**src/sv/cps_pkg.sv**
```systemverilog
// Shared types and constants for the counter priority task scheduler.
package cps_pkg;

    localparam int MODE_W  = 3;
    localparam int SLOT_W  = 6;
    localparam int PRIO_W  = 8;
    localparam int START_W = 9;
    localparam int PRE_W   = 8;
    localparam int CNT_W   = 16;

    localparam int REFILL_LIMIT = 20;
    localparam int PASS_W       = $clog2(REFILL_LIMIT + 1);

    localparam logic [MODE_W-1:0] MODE_TICK    = 3'd0;
    localparam logic [MODE_W-1:0] MODE_YIELD   = 3'd1;
    localparam logic [MODE_W-1:0] MODE_PDIS    = 3'd2;
    localparam logic [MODE_W-1:0] MODE_PEN     = 3'd3;
    localparam logic [MODE_W-1:0] MODE_INSTALL = 3'd4;

    localparam logic [PRE_W-1:0]        PRE_MAX = '1;
    localparam logic signed [CNT_W-1:0] CNT_MIN = {1'b1, {(CNT_W-1){1'b0}}};
    localparam logic signed [CNT_W-1:0] CNT_NONE = '1;

    typedef enum logic [2:0] {
        OP_NONE,
        OP_TICK,
        OP_YIELD,
        OP_PDIS,
        OP_PEN,
        OP_INSTALL,
        OP_REFILL,
        OP_SWITCH
    } op_t;

    // Command broadcast to every cell in the same cycle.
    typedef struct packed {
        op_t                op;
        logic [SLOT_W-1:0]  slot;
        logic               present;
        logic               runnable;
        logic [PRIO_W-1:0]  prio;
        logic [START_W-1:0] start_cnt;
        logic [PRE_W-1:0]   start_pre;
    } cmd_t;

    // Scan token handed from cell to cell.
    typedef struct packed {
        logic                    valid;
        logic signed [CNT_W-1:0] best;
        logic signed [CNT_W-1:0] pick_cnt;
        logic [PRE_W-1:0]        pick_pre;
        logic signed [CNT_W-1:0] run_cnt;
        logic [PRE_W-1:0]        run_pre;
    } tok_t;

endpackage

```
**src/sv/cps_cell.sv**
```systemverilog
// One task slot cell: holds the slot state and forwards the scan token.
module cps_cell #(
    parameter int TASK_SLOTS = 64,
    parameter int INDEX      = 0,
    localparam int IDX_W     = $clog2(TASK_SLOTS)
) (
    input  logic               aclk,
    input  logic               aresetn,
    input  cps_pkg::cmd_t      cmd,
    input  logic [IDX_W-1:0]   cmd_pick,
    input  cps_pkg::tok_t      tok_in,
    input  logic [IDX_W-1:0]   tok_pick_in,
    output cps_pkg::tok_t      tok_out,
    output logic [IDX_W-1:0]   tok_pick_out
);
    import cps_pkg::*;

    localparam logic IS_HEAD = (INDEX == 0);

    logic                    present_reg, present_next;
    logic                    runnable_reg, runnable_next;
    logic [PRIO_W-1:0]       prio_reg, prio_next;
    logic signed [CNT_W-1:0] cnt_reg, cnt_next;
    logic [PRE_W-1:0]        pre_reg, pre_next;
    logic                    run_reg, run_next;
    tok_t                    tok_reg, tok_next;
    logic [IDX_W-1:0]        tok_pick_reg, tok_pick_next;

    logic signed [CNT_W-1:0] cnt_dec;
    logic [PRE_W-1:0]        pre_inc, pre_dec;
    logic                    is_pick, is_slot, cand;

    assign cnt_dec = (cnt_reg == CNT_MIN) ? cnt_reg : cnt_reg - 1'b1;
    assign pre_inc = (pre_reg == PRE_MAX) ? pre_reg : pre_reg + 1'b1;
    assign pre_dec = (pre_reg == '0) ? pre_reg : pre_reg - 1'b1;
    assign is_pick = (cmd_pick == IDX_W'(INDEX));
    assign is_slot = (32'(cmd.slot) == 32'(INDEX));
    assign cand    = present_reg && runnable_reg && ($signed(cnt_reg) > $signed(tok_in.best));

    always_comb begin
        present_next  = present_reg;
        runnable_next = runnable_reg;
        prio_next     = prio_reg;
        cnt_next      = cnt_reg;
        pre_next      = pre_reg;
        run_next      = run_reg;
        case (cmd.op)
            OP_TICK: begin
                if (run_reg) begin
                    if ((cnt_dec[CNT_W-1] || cnt_dec == '0) && pre_reg == '0) begin
                        cnt_next = '0;
                    end else begin
                        cnt_next = cnt_dec;
                    end
                end
            end
            OP_YIELD: begin
                if (run_reg) cnt_next = '0;
            end
            OP_PDIS: begin
                if (run_reg) pre_next = pre_inc;
            end
            OP_PEN: begin
                if (run_reg) pre_next = pre_dec;
            end
            OP_INSTALL: begin
                if (is_slot) begin
                    present_next  = cmd.present;
                    runnable_next = cmd.runnable;
                    prio_next     = cmd.prio;
                    cnt_next      = CNT_W'(cmd.start_cnt);
                    pre_next      = cmd.start_pre;
                end
            end
            OP_REFILL: begin
                if (present_reg) begin
                    cnt_next = (cnt_reg >>> 1) + $signed({{(CNT_W-PRIO_W){1'b0}}, prio_reg});
                end
            end
            OP_SWITCH: begin
                if (run_reg && !is_pick) begin
                    run_next = 1'b0;
                    pre_next = pre_inc;
                end else if (is_pick && !run_reg) begin
                    run_next = 1'b1;
                    pre_next = pre_dec;
                end
            end
            default: ;
        endcase
    end

    // Keep the largest counter so far; ties keep the earlier slot.
    always_comb begin
        tok_next      = tok_in;
        tok_pick_next = tok_pick_in;
        if (cand) begin
            tok_next.best     = cnt_reg;
            tok_next.pick_cnt = cnt_reg;
            tok_next.pick_pre = pre_reg;
            tok_pick_next     = IDX_W'(INDEX);
        end else if (IS_HEAD) begin
            tok_next.pick_cnt = cnt_reg;
            tok_next.pick_pre = pre_reg;
        end
        if (run_reg) begin
            tok_next.run_cnt = cnt_reg;
            tok_next.run_pre = pre_reg;
        end
    end

    always_ff @(posedge aclk) begin
        if (!aresetn) begin
            present_reg  <= IS_HEAD;
            runnable_reg <= IS_HEAD;
            prio_reg     <= IS_HEAD ? PRIO_W'(1) : '0;
            cnt_reg      <= '0;
            pre_reg      <= IS_HEAD ? PRE_W'(1) : '0;
            run_reg      <= IS_HEAD;
            tok_reg      <= '0;
            tok_pick_reg <= '0;
        end else begin
            present_reg  <= present_next;
            runnable_reg <= runnable_next;
            prio_reg     <= prio_next;
            cnt_reg      <= cnt_next;
            pre_reg      <= pre_next;
            run_reg      <= run_next;
            tok_reg      <= tok_next;
            tok_pick_reg <= tok_pick_next;
        end
    end

    assign tok_out      = tok_reg;
    assign tok_pick_out = tok_pick_reg;

endmodule

```
**config.mk**
```make
export PLATFORM = sky130hd
export DESIGN_NAME = cps_cell
export DESIGN_NICKNAME = d
export VERILOG_FILES = /design/src/sv/cps_pkg.sv /design/src/sv/cps_cell.sv
export SDC_FILE = /design/constraint.sdc
export NUM_CORES = 1
export LEC_CHECK = 0
export BUFFER_PORTS_ARGS = -buffer_cell sky130_fd_sc_hd__buf_2
export CORE_MARGIN = 10
export CORE_UTILIZATION = 40
export CTS_BUF_LIST = sky130_fd_sc_hd__clkbuf_2 sky130_fd_sc_hd__clkbuf_4 sky130_fd_sc_hd__clkbuf_8
export CTS_CLUSTER_DIAMETER = 30
export DETAILED_ROUTE_END_ITERATION = 10
export PLACE_DENSITY_LB_ADDON = 0.05
export REMOVE_ABC_BUFFERS = 1
export SLEW_MARGIN = 20
export SYNTH_ARGS = -nofsm -noshare
export SYNTH_HDL_FRONTEND = slang
export SYNTH_SLANG_ARGS = --single-unit
```
**constraint.sdc**
```tcl
create_clock -name aclk -period 4.1 [get_ports aclk]
set_input_delay 0.82 -clock aclk [delete_from_list [all_inputs] [get_ports aclk]]
set_output_delay 0.82 -clock aclk [all_outputs]
set_load 0.05 [all_outputs]
```
==> flow_results.org, run 1 <==
** Worst setup path
- For the worst setup path, the data required time is 4.38 ns.
- Worst path arrival time :: 3.40 ns
- The worst register-to-register path has a depth of 9.
- Of all nets on the critical path, the largest fanout is 11.
- The worst setup path is launched from a flop.
- Critical path endpoint category :: flop
- The startpoint identified for the worst register-to-register timing path is cnt_reg[0]$_SDFFE_PN0P_.
- The critical path is of the reg -> reg type.
- In this run the critical register-to-register path is captured at cnt_reg[10]$_SDFFE_PN0P_.
- Internal reg-to-reg setup slack :: 0.98 ns

** Yosys
- Count of flip-flops with a built-in enable after synthesis :: 0
- Number of distinct library cells after synthesis :: 70
- Mux share of post-synthesis cell area :: 5.53%
- After synthesis, the share of flip-flops with an asynchronous set or reset is 0%.
- Among all flip-flop cells after synthesis, the most frequent one is sky130_fd_sc_hd__dfxtp_1.
- After synthesis the cells add up to 0.00634 mm².
- After Yosys synthesis, full adders, half adders and majority gates account for 6.83% of the synthesized area.
- Summing the areas of all and, or, nand and nor instances in the mapped netlist gives 27.3% of the synthesized area.
- Seq/Total Area, Yosys :: 33.5%
- Yosys warning total :: 0
- A synthesized cell averages 8.34 µm².
- The synthesized netlist devotes 19.0% of its cell area to compound gates.
- Largest family of logic cells by synthesized area :: simple AND/OR/NAND/NOR gates
- The synthesized netlist devotes under 10% of its cell area to XOR and XNOR gates.
- After synthesis the netlist holds a flip-flop and latch count of about 110.
- Synthesis handed over a netlist of 760 instances.

** Placed design
- Buffers placed on the I/O ports in this run total 161.
- Weighted congestion reported at the end of routability-driven placement :: 0.864
- Placed Instances :: ~1100
- Detailed placement finished with a half-perimeter wire length of 14.1 mm.

** Floorplan
- The die covers between 0.02 and 0.025 mm².
- Row generation in the floorplan step produced 45 rows.
- Horiz. Die Dim :: 146 µm
- For this configuration, the core starts out at a cell density of 41.2%.
- Top-Level Pins :: 186
- The core region is roughly 0.015 mm².
- The floorplan step set the die height to between 100 and 150 µm.

** Timing
- Maximum frequency from static timing analysis :: roughly 320 MHz
- The worst path uses 76.1% of the clock period.
- Worst hold slack across all endpoints :: 0.495 ns
- Setup total negative slack on the finished layout was measured at 0 ns.
- The final number of max-transition violations is 0.
- Number of hold violations in the final report :: 0
- In this run the tightest slew margin relative to its limit is 32.2%.
- Setup repair after global routing left no endpoint under its margin.
- Pin slew with the least headroom to its limit :: 1.02 ns
- Clock skew on the completed layout was measured at ~0.014 ns.
- Setup violations remaining at the end of the flow were counted as 0.
- The clock period could shrink to 3.12 ns.

** Pwr
- Ratio of total power to cell area :: 389 mW/mm²
- In this run the static leakage power is around 3.6 nW.
- Highest ir drop seen on vdd :: 0.000151 V

** Clocking
- Root cell of the clock tree :: sky130_fd_sc_hd__clkbuf_8
- Once the clock tree was built, the resizer swapped 0 gates to a different size.
- Once the clock tree was built, the setup fixing pass inserted 0 buffers.
- Clock Path Buffers :: 2
- TritonCTS built the clock tree.
- Buffers inserted during clock tree synthesis total 9.
- Clock Latency Late Sink :: 0.39 ns
- The H-tree generated during clock tree synthesis spans 3 levels.
- Register clock-pin slew on the reported worst setup and hold paths :: ~0.11 ns
- Number of buffers added to fix hold violations after cts :: 0
- # clock sinks :: 106

** Global route
- Largest net degree at the start of global routing :: 52
- Via count of the first global-routing pass :: 5872
- In the global route stage, overall resource usage came out at between 10% and 20%.
- Grt total ovfl :: 0
- Antenna violations before repair :: 1
- The first global-routing pass estimated around 30 mm of wire.

** Status
- Run status :: finished, final reports clean

** Routing
- Number of routed nets with antenna violations :: 0
- Detailed routing inserted a total of 5973 vias.
- Total iterations of the first detailed-routing run :: 5
- After detailed routing, the number of vias per cell comes to approximately 5.4.
- In this run, the number of DRC markers left after iteration 0 of detailed routing was ~410.
- Wire per inst :: roughly 17 µm
- In the routed design, unresolved DRC markers number 0.
- For this block, the routed nets add up to 19.0 mm of wire.

** Cells and area
- Final standard cell utilization of the core :: 48.5%
- Layout Nets :: 1038
- Max FFs per register :: 65
- Syn-to-layout area delta :: 17.6%
- The finished layout holds roughly 1100 standard cells, fillers aside.
- Share of post-route cells with drive strength above 1 :: 23.2%

** Hold path
- Endpoint, Worst Hold :: runnable_reg$_SDFFE_PN1P_
- Number of cells on the worst hold path :: 2
- Hold wc startpoint :: runnable_reg$_SDFFE_PN1P_
- Worst min-delay path class :: reg -> reg

** Job
- Max-cap violations in this run came to 0.
[critical path, stage by stage (launching register included)]
cell and delay (ns):
sky130_fd_sc_hd__dfxtp_1 0.46, sky130_fd_sc_hd__inv_1 0.14, sky130_fd_sc_hd__ha_1 0.35, sky130_fd_sc_hd__nor3b_2 0.40, sky130_fd_sc_hd__nand3_1 0.21, sky130_fd_sc_hd__o31ai_1 0.38
sky130_fd_sc_hd__nand4_1 0.20, sky130_fd_sc_hd__o31ai_4 0.43, sky130_fd_sc_hd__nor4bb_1 0.11, sky130_fd_sc_hd__o31a_1 0.31
[per-layer routing]
metal | vias up | track usage, % | wire [µm]
li1 | 2980 | - | -
met1 | 2806 | 22.4 | 8820
met2 | 175 | 28.0 | 8830
met3 | 12 | 4.07 | 1170
met4 | 0 | 3.99 | 184
met5 | - | 0 | 0
[report_power, final]
part / switching (W) / internal (W) / leakage [nW]
combinational: 0.000638 / 0.000356 / 2.66
clock: 0.000416 / 0.000240 / 0.0962
sequential: 0.000126 / 0.00112 / 0.866
[logic make-up (layout without fill, tap and decap cells)]
logic type	count (synthesis)	after routing
AOI/OAI and AO/OA	181	181
xor gates and xnor gates	14	14
adders and majority gates	34	34
buffers and inverters	90	224
DFF	106	106
muxes	35	35
other	0	2
and+or+nand+nor	300	300
[cells in the final DEF (no fill, tap or decap), drive strengths merged, types with 5 or more instances in the layout]
cell and instances:
buf 172, dfxtp 106, nand2 56, o21ai 52, nor2 48, nor2b 48
inv 41, a21oi 39, mux2i 35, ha 33, and2 28, nand3 26
or4 20, a2bb2oi 18, nor3 18, nor4 11, a31oi 10, nand4 10
and3 10, clkbuf 9, xnor2 8, xor2 6, o21bai 6, a221oi 6
a21o 6, or3 6, o31ai 6, o21a 5, or2 5
[how the worst max path moves through the flow]
stage,cells after the start,start,end
6_report,9,cnt_reg[0]$_SDFFE_PN0P_,cnt_reg[10]$_SDFFE_PN0P_
4_1_cts,9,cnt_reg[0]$_SDFFE_PN0P_,cnt_reg[10]$_SDFFE_PN0P_
3_3_place_gp,10,tok_in[49],tok_pick_out[2]$_SDFF_PP0_
2_1_floorplan,9,tok_in[57],tok_pick_out[0]$_SDFF_PP0_
3_5_place_dp,10,tok_in[49],tok_pick_out[1]$_SDFF_PP0_
5_1_grt,9,cnt_reg[0]$_SDFFE_PN0P_,cnt_reg[10]$_SDFFE_PN0P_
[final cells by class]
type,count,area (µm²)
multi-input cells,564,3840
inverters,36,135
flip-flops and latches,106,2120
clock buffers,9,124
clock inverters,7,67.6
fillers,1524,7920
diodes,2,5.00
well taps,211,264
repair buffers,172,888
[through the flow]
step | setup WS, ns | total power, W | instance area (µm²)
3_3_place_gp | 0.901 | 0.00225 | 7250
6_report | 0.981 | 0.00290 | 7450
3_5_place_dp | 0.832 | 0.00227 | 7250
4_1_cts | 0.987 | 0.00293 | 7440
5_1_grt | 0.723 | 0.00307 | 7450
2_1_floorplan | 1.05 | 0.00196 | 6100
[synthesized netlist by cell type, types with 6 or more instances]
library cell	count	share of area, %
sky130_fd_sc_hd__a221oi_1	6	0.83
sky130_fd_sc_hd__nand3_1	25	2.0
sky130_fd_sc_hd__and2_1	28	2.8
sky130_fd_sc_hd__o21ai_0	31	2.4
sky130_fd_sc_hd__o21bai_1	6	0.71
sky130_fd_sc_hd__nor2_1	48	2.8
sky130_fd_sc_hd__xnor2_1	8	1.1
sky130_fd_sc_hd__o21ai_1	21	1.7
sky130_fd_sc_hd__dfxtp_1	106	33
sky130_fd_sc_hd__a31oi_1	10	0.99
sky130_fd_sc_hd__a21oi_1	39	3.1
sky130_fd_sc_hd__ha_1	33	6.5
sky130_fd_sc_hd__nand2_1	56	3.3
sky130_fd_sc_hd__a21o_1	6	0.71
sky130_fd_sc_hd__mux2i_1	35	5.5
sky130_fd_sc_hd__clkbuf_1	41	2.4
sky130_fd_sc_hd__a2bb2oi_1	18	2.5
sky130_fd_sc_hd__nor2b_1	48	4.7
sky130_fd_sc_hd__buf_2	6	0.47
sky130_fd_sc_hd__and3_1	10	0.99
sky130_fd_sc_hd__nor3_1	15	1.2
sky130_fd_sc_hd__inv_1	35	2.1
sky130_fd_sc_hd__or4_1	20	2.4
sky130_fd_sc_hd__xor2_1	6	0.83
sky130_fd_sc_hd__nand4_1	10	0.99
Power figures use the tool's default switching activity.
==> inputs of run 2 (changes only) <==
Clock period 4.1 ns to 3.2 ns, I/O delays scaled along.
==> run 2 against run 1 <==
Against the previous run: die area stayed put; register-to-register slack lost 0.74 ns; total power increased by 30%; routed wire length is 0.77% higher; sequential cell count did not move; cell area increased by 2.0%; count of clock-buffer cells in the layout unchanged; final cell count grew 1.4%; critical path depth is the same; sequential share of layout area decreased by 0.55 points; core utilization is 0.95 points higher; largest cell class unchanged.
==> flow_results.org, run 2 (same netlist as run 1, synthesis figures left out) <==
** Clocking
- # clock sinks :: 106
- CTS HTree Levels :: 3
- Inserted Clock Buffers :: 9
- Clock Path Buffers :: 2
- Root cell of the clock tree :: sky130_fd_sc_hd__clkbuf_8
- TritonCTS built the clock tree.
- Buffers inserted to repair hold after CTS numbered 0.
- Clock Latency Late Sink :: 0.39 ns
- Register clock-pin slew on the reported worst setup and hold paths :: 0.11 ns

** Floorplan
- The die is 146 µm tall.
- For this configuration, the core starts out at a cell density of 41.2%.
- The core region is between 0.015 and 0.02 mm².
- Top-Level Pins :: 186
- Cell row count :: 45
- Area enclosed by the die boundary :: 0.0213 mm²
- The die is between 100 and 150 µm wide.

** Worst setup path
- At the worst endpoint, the required time is 3.53 ns.
- STA classifies the critical path endpoint as a flop.
- Critical path startpoint category :: flop
- Highest fanout seen on the critical path :: 9
- Critical path start-end classification :: reg -> reg
- Worst path arrival time :: 3.29 ns

** Placed design
- The wire-length estimate of the detail-placed layout is 14.2 mm.
- Weighted congestion reported at the end of routability-driven placement :: 0.863
- Placed Instances :: approximately 1100
- IO buf count :: ~160

** Pwr
- The share of total power dissipated in combinational logic is between 30% and 40%.
- Internal power comes to 0.00224 W.
- Sequential cells burn approximately 40% of the power.
- The share of total power dissipated in the clock network is 22.4%.
- For this design the static power due to leakage is 3.71 nW.
- The analysis attributes to net switching a power of approximately 0.0015 W.
- In this run the power density over the cells is about 500 mW/mm².
- Switching part of the total power :: 40.5%
- Highest ir drop seen on vdd :: ~0.00020 V

** Cells and area
- The register with the most flip-flops in the layout has 65 of them.
- 0 antenna diodes ended up in the layout.
- Leaving out filler cells and counting taps, the final layout contains 1122.
- Leading cell types in the layout, fill and taps excluded :: sky130_fd_sc_hd__buf_2 (161), sky130_fd_sc_hd__dfxtp_1 (105), sky130_fd_sc_hd__nand2_1 (56)
- Layout Nets :: 1055
- The library cell used most frequently in the layout, excluding fill and tap cells, is sky130_fd_sc_hd__buf_2.
- At the end of the flow the core is filled with cells to 49.4%.
- Share of post-route cells with drive strength above 1 :: about a quarter
- From synthesis to final layout, the design area changed by 19.9%.

** Timing
- Relative slew slack :: approximately a third
- Maximum frequency from static timing analysis :: 338 MHz
- Across all hold checks on the routed design, the worst slack comes to 0.445 ns.
- Setup TNS :: 0 ns
- For the pin with the worst max-slew slack, the measured transition is 1.02 ns.
- The final-report hold violation count was 0.
- Setup violations remaining at the end of the flow were counted as 0.
- The worst path in the final design needs a cycle of 2.95 ns, including I/O delays and setup.
- Count of final max-slew check failures :: 0
- Final period utilization :: 92.3%
- Clock skew on the completed layout was measured at 0.00924 ns.
- RSZ-0062 raised after global routing :: false

** Routing
- The first detailed-routing pass ran for 5 iterations.
- For this block, the via count after detailed routing is just over 6000.
- Total length of routed wires :: approximately 19 mm
- Number of routed nets with antenna violations :: 0
- Wire per inst :: 17.1 µm
- Average via count per standard cell :: around 5.4
- After detailed routing, the number of remaining DRC violations is 0.
- In this run, the number of DRC markers left after iteration 0 of detailed routing was 461.

** Global route
- GRT Util Overall :: between 15 and 20%
- Entering global routing, the biggest net connects 106 pins.
- The first global-routing pass estimated about 31 mm of wire.
- The via count of the first global-routing pass came to ~6000.
- Grt total ovfl :: 0
- Global-route layer with the greatest usage :: met2
- The number of antenna violations at the first check in global routing came to 0.
- Global routing consumed, on the met2 layer, between 20% and 30% of the routing resources.
- M3 GR Usage :: under 10%
- Global routing consumed, on the met1 layer, between 20% and 30% of the routing resources.

** Status
- Run status :: finished, final reports clean

** Hold path
- Worst min-delay path class :: in -> reg

** Job
- The tool flagged a number of max-cap violations equal to 0.
==> run 2: cell count changes in the layout (fill, tap and decap cells not counted) <==
cell                      previous run  this run
sky130_fd_sc_hd__buf_12              0         1
sky130_fd_sc_hd__buf_4              11        27
sky130_fd_sc_hd__diode_2             2         0
sky130_fd_sc_hd__nor3b_2             1         0
sky130_fd_sc_hd__nor3b_4             0         1
sky130_fd_sc_hd__o31ai_1             5         4
sky130_fd_sc_hd__o31ai_2             0         1
==> run 2: power groups by stage <==
stage / sequential (W) / clock (W) / combinational, W
after floorplan: 0.00187 / 0 / 0.000642
after global placement: 0.00157 / 0 / 0.00135
after detailed placement: 0.00158 / 0 / 0.00137
after CTS: 0.00155 / 0.000881 / 0.00138
after global routing: 0.00157 / 0.000930 / 0.00151
final: 0.00155 / 0.000843 / 0.00138
==> run 2: worst max-delay path, cell delays in order, from the launching register on <==
cell and delay (ns):
sky130_fd_sc_hd__dfxtp_1 0.55, sky130_fd_sc_hd__inv_1 0.08, sky130_fd_sc_hd__ha_1 0.30, sky130_fd_sc_hd__nand4bb_1 0.20, sky130_fd_sc_hd__nand3_1 0.18, sky130_fd_sc_hd__o211a_1 0.29, sky130_fd_sc_hd__or4_1 0.74, sky130_fd_sc_hd__nor4_1 0.34
sky130_fd_sc_hd__a31oi_1 0.08, sky130_fd_sc_hd__a21boi_1 0.13
==> run 2: cell type report <==
class                   instances  area (µm²)
flip-flops and latches        106        2120
inverters                      36         135
fillers                      1558        7770
clock inverters                 7        67.6
well taps                     211         264
clock buffers                   9         124
multi-input cells             564        3850
repair buffers                189        1030
==> run 2: what timing repair did <==
item                                    CTS  global route
resized for setup                         0             2
buffers inserted                          0             1
endpoints found under the setup margin    0             4
==> run 2: worst paths after layout <==
path,from,slack (ns),cells past startpoint,end
setup / recovery,cnt_reg[1]$_SDFFE_PN0P_,0.25,9,cnt_reg[0]$_SDFFE_PN0P_
setup reg to reg,cnt_reg[1]$_SDFFE_PN0P_,0.25,9,cnt_reg[0]$_SDFFE_PN0P_
hold / removal,tok_in[64],0.44,2,tok_out[64]$_SDFF_PN0_
hold reg to reg,runnable_reg$_SDFFE_PN1P_,0.49,2,runnable_reg$_SDFFE_PN1P_
==> run 2: through the flow <==
step | setup slack [ns] | cell area, µm² | power (W)
after global routing | 0.0432 | 7600 | 0.00401
final | 0.246 | 7600 | 0.00377
after CTS | 0.132 | 7580 | 0.00380
after global placement | 0.206 | 7390 | 0.00293
after floorplan | 0.328 | 6100 | 0.00252
after detailed placement | 0.147 | 7390 | 0.00295
==> run 2: metal layers <==
layer / up-vias / share of wire, %
met5: - / 0
met4: 0 / 2.4
met3: 33 / 6.1
met2: 196 / 45
met1: 2791 / 46
li1: 3011 / -
==> inputs of run 3 (changes only) <==
Settings changed: MAX_ROUTING_LAYER from default to met4.
==> run 3 against run 2 <==
Against the previous run: clock skew is 0.0024 ns higher; die area stayed put; final cell count is 0.18% higher; total power is 0.67% lower; clock power is 3.4% lower; routed wire length is 0.61% higher; setup slack better by 0.0024 ns; critical path type unchanged; largest power group unchanged.
==> flow_results.org, run 3 (same netlist as run 1, synthesis figures left out) <==
** Cells and area
- Syn-to-layout area delta :: 19.8%
- Layout Nets :: 1055
- The register with the most flip-flops in the layout has 65 of them.
- Non-Filler Instances :: about 1100
- Leaving out fill and tap cells, the most frequent cell in the layout is sky130_fd_sc_hd__buf_2.
- After routing the design area is 0.00759 mm².
- Cells with a size suffix above 1 make up roughly 25% of the layout.
- Leading cell types in the layout, fill and taps excluded :: sky130_fd_sc_hd__buf_2 (161), sky130_fd_sc_hd__dfxtp_1 (105), sky130_fd_sc_hd__nand2_1 (56)

** Clocking
- In this run the post-CTS setup repair buffer count came out at 0.
- In this run the clock root is driven by a sky130_fd_sc_hd__clkbuf_8.
- For the worst-skew pair, the clock arrives at the later sink with an insertion delay of 0.39 ns.
- CTS HTree Levels :: 3
- Buffers inserted during clock tree synthesis total 9.
- TritonCTS built the clock tree.
- Number of cells upsized or downsized after cts :: 0
- Number of buffers added to fix hold violations after cts :: 0
- Clock Path Buffers :: 2
- Register clock-pin slew on the reported worst setup and hold paths :: 0.11 ns
- The clock net in this run drives a total of 106 sinks.

** Hold path
- The worst hold path was traced through 2 stages.
- Worst min-delay path class :: in -> reg
- Endpoint, Worst Hold :: tok_out[64]$_SDFF_PN0_
- Hold wc startpoint :: tok_in[64]

** Routing
- Before antenna repair, the detailed router went through 5 iterations.
- After the first detailed-routing iteration, the DRC count stood at 399.
- Total length of routed wires :: between 15 and 20 mm
- In the routed design, unresolved DRC markers number 0.
- Count of vias placed by the detailed router :: 6053
- Average via count per standard cell :: 5.39
- Wire per inst :: ~17 µm
- The count of nets left with antenna violations once routing finished came out at 0.

** Worst setup path
- Data required time of the worst path :: 3.53 ns
- Setup crit start :: cnt_reg[1]$_SDFFE_PN0P_
- Launch instance of the worst register-to-register path :: cnt_reg[1]$_SDFFE_PN0P_
- Critical path startpoint category :: flop
- In this run the worst path has a maximum fanout of 9.
- The setup check on the worst reg-to-reg path leaves a slack of 0.25 ns.
- Worst Reg-to-Reg Cells :: 9
- The endpoint identified for the worst register-to-register timing path is cnt_reg[2]$_SDFFE_PN0P_.
- At the worst endpoint, the arrival time is between 3 and 4 ns.
- Critical path start-end classification :: reg -> reg
- Critical path endpoint category :: flop

** Job
- Across the run, the number of max-cap violations was 0.

** Timing
- The final-report hold violation count was 0.
- Across the routed clock network, the largest skew measured is 0.0116 ns.
- RSZ-0062 raised after global routing :: false
- In the post-route analysis, the smallest setup slack over all paths is 0.248 ns.
- Final period utilization :: 92.2%
- Setup TNS :: 0 ns
- Maximum frequency from static timing analysis :: roughly 340 MHz
- In this run the tightest slew margin relative to its limit is a little under a third.
- Count of final max-slew check failures :: 0
- For the pin with the worst max-slew slack, the measured transition is 1.02 ns.
- Number of failing setup endpoints in the final timing report :: 0
- Fin crit period :: 2.95 ns

** Floorplan
- From bottom edge to top edge, the die measures 146 µm.
- Horiz. Die Dim :: 146 µm
- During I/O placement, the number of pins put on the boundary was 186.
- Cell row count :: 45
- Once the floorplan was initialized, standard cells occupied 41.2% of the core.
- The floorplan step defined a core boundary enclosing between 0.015 and 0.02 mm².
- The die covers between 0.02 and 0.025 mm².

** Placed design
- Weighted congestion reported at the end of routability-driven placement :: between 0.8 and 0.9
- Once placement completed, the tool counted placed cells totaling 1106.
- IO buf count :: 161
- In this run the cell area measured after placement is 0.00739 mm².
- Worst setup slack after placement :: 0.187 ns
- DP HPWL :: 14.5 mm

** Pwr
- Leakage power figure :: roughly 3.7 nW
- Ratio of total power to cell area :: between 400 and 500 mW/mm²
- Across the VDD grid, the largest voltage drop is 0.000188 V.

** Global route
- Entering global routing, the biggest net connects 51 pins.
- The number of antenna violations at the first check in global routing was 2.
- Global routing used 18.2% of the available tracks across all layers.
- The first global-routing pass estimated roughly 31 mm of wire.
- The via count of the first global-routing pass is 5998.
- For this run the aggregate overflow at the end of global routing stands at 0.

** Status
- Run status :: finished, final reports clean
[run 3: cell types whose count changed in the layout (fill, tap and decap cells not counted), sizes merged]
cell | before | now
clkinv | 1 | 3
diode | 0 | 2
inv | 41 | 39
[run 3: worst max-delay path: stages, from the launching register on]
cell                        delay (ns)
sky130_fd_sc_hd__dfxtp_1          0.56
sky130_fd_sc_hd__inv_1            0.08
sky130_fd_sc_hd__ha_1             0.31
sky130_fd_sc_hd__nand4bb_1        0.20
sky130_fd_sc_hd__nand3_1          0.18
sky130_fd_sc_hd__o211a_1          0.28
sky130_fd_sc_hd__or4_1            0.74
sky130_fd_sc_hd__nor4b_2          0.30
sky130_fd_sc_hd__a221oi_1         0.08
sky130_fd_sc_hd__o2bb2ai_1        0.16
[run 3: report_power, final]
part	switching, W	internal [W]	total [W]
combinational	0.000883	0.000497	0.00138
sequential	0.000110	0.00144	0.00155
clock	0.000515	0.000298	0.000814
[run 3: stage by stage]
step | utilization (%) | power (W) | hold WS [ns]
after floorplan | - | 0.00252 | 0.443
after global placement | 48.1 | 0.00293 | 0.458
after detailed placement | 48.1 | 0.00295 | 0.470
after CTS | 49.3 | 0.00377 | 0.431
after global routing | 49.4 | 0.00398 | 0.443
final | 49.4 | 0.00374 | 0.444
[run 3: cell type report]
class / instances / area (µm²)
Multi-Input combinational cell: 564 / 3850
Sequential cell: 106 / 2120
Antenna cell: 2 / 5.00
Clock inverter: 7 / 61.3
Timing Repair Buffer: 189 / 1030
Tap cell: 211 / 264
Fill cell: 1555 / 7780
Inverter: 36 / 135
Clock buffer: 9 / 124
[run 3: routing by layer]
| layer | routed length (µm) | GRT usage (%) |
|---|---|---|
| met1 | 9090 | 23.1 |
| met4 | 331 | 5.76 |
| met5 | 0 | - |
| met2 | 8860 | 28.3 |
| met3 | 996 | 3.69 |
[run 3: worst max-delay path by stage]
stage	end	slack, ns
floorplan	tok_pick_out[0]$_SDFF_PP0_	0.33
global placement	cnt_reg[10]$_SDFFE_PN0P_	0.20
detailed placement	tok_pick_out[4]$_SDFF_PP0_	0.19
CTS	cnt_reg[10]$_SDFFE_PN0P_	0.19
global route	cnt_reg[2]$_SDFFE_PN0P_	0.01
finish	cnt_reg[2]$_SDFFE_PN0P_	0.25
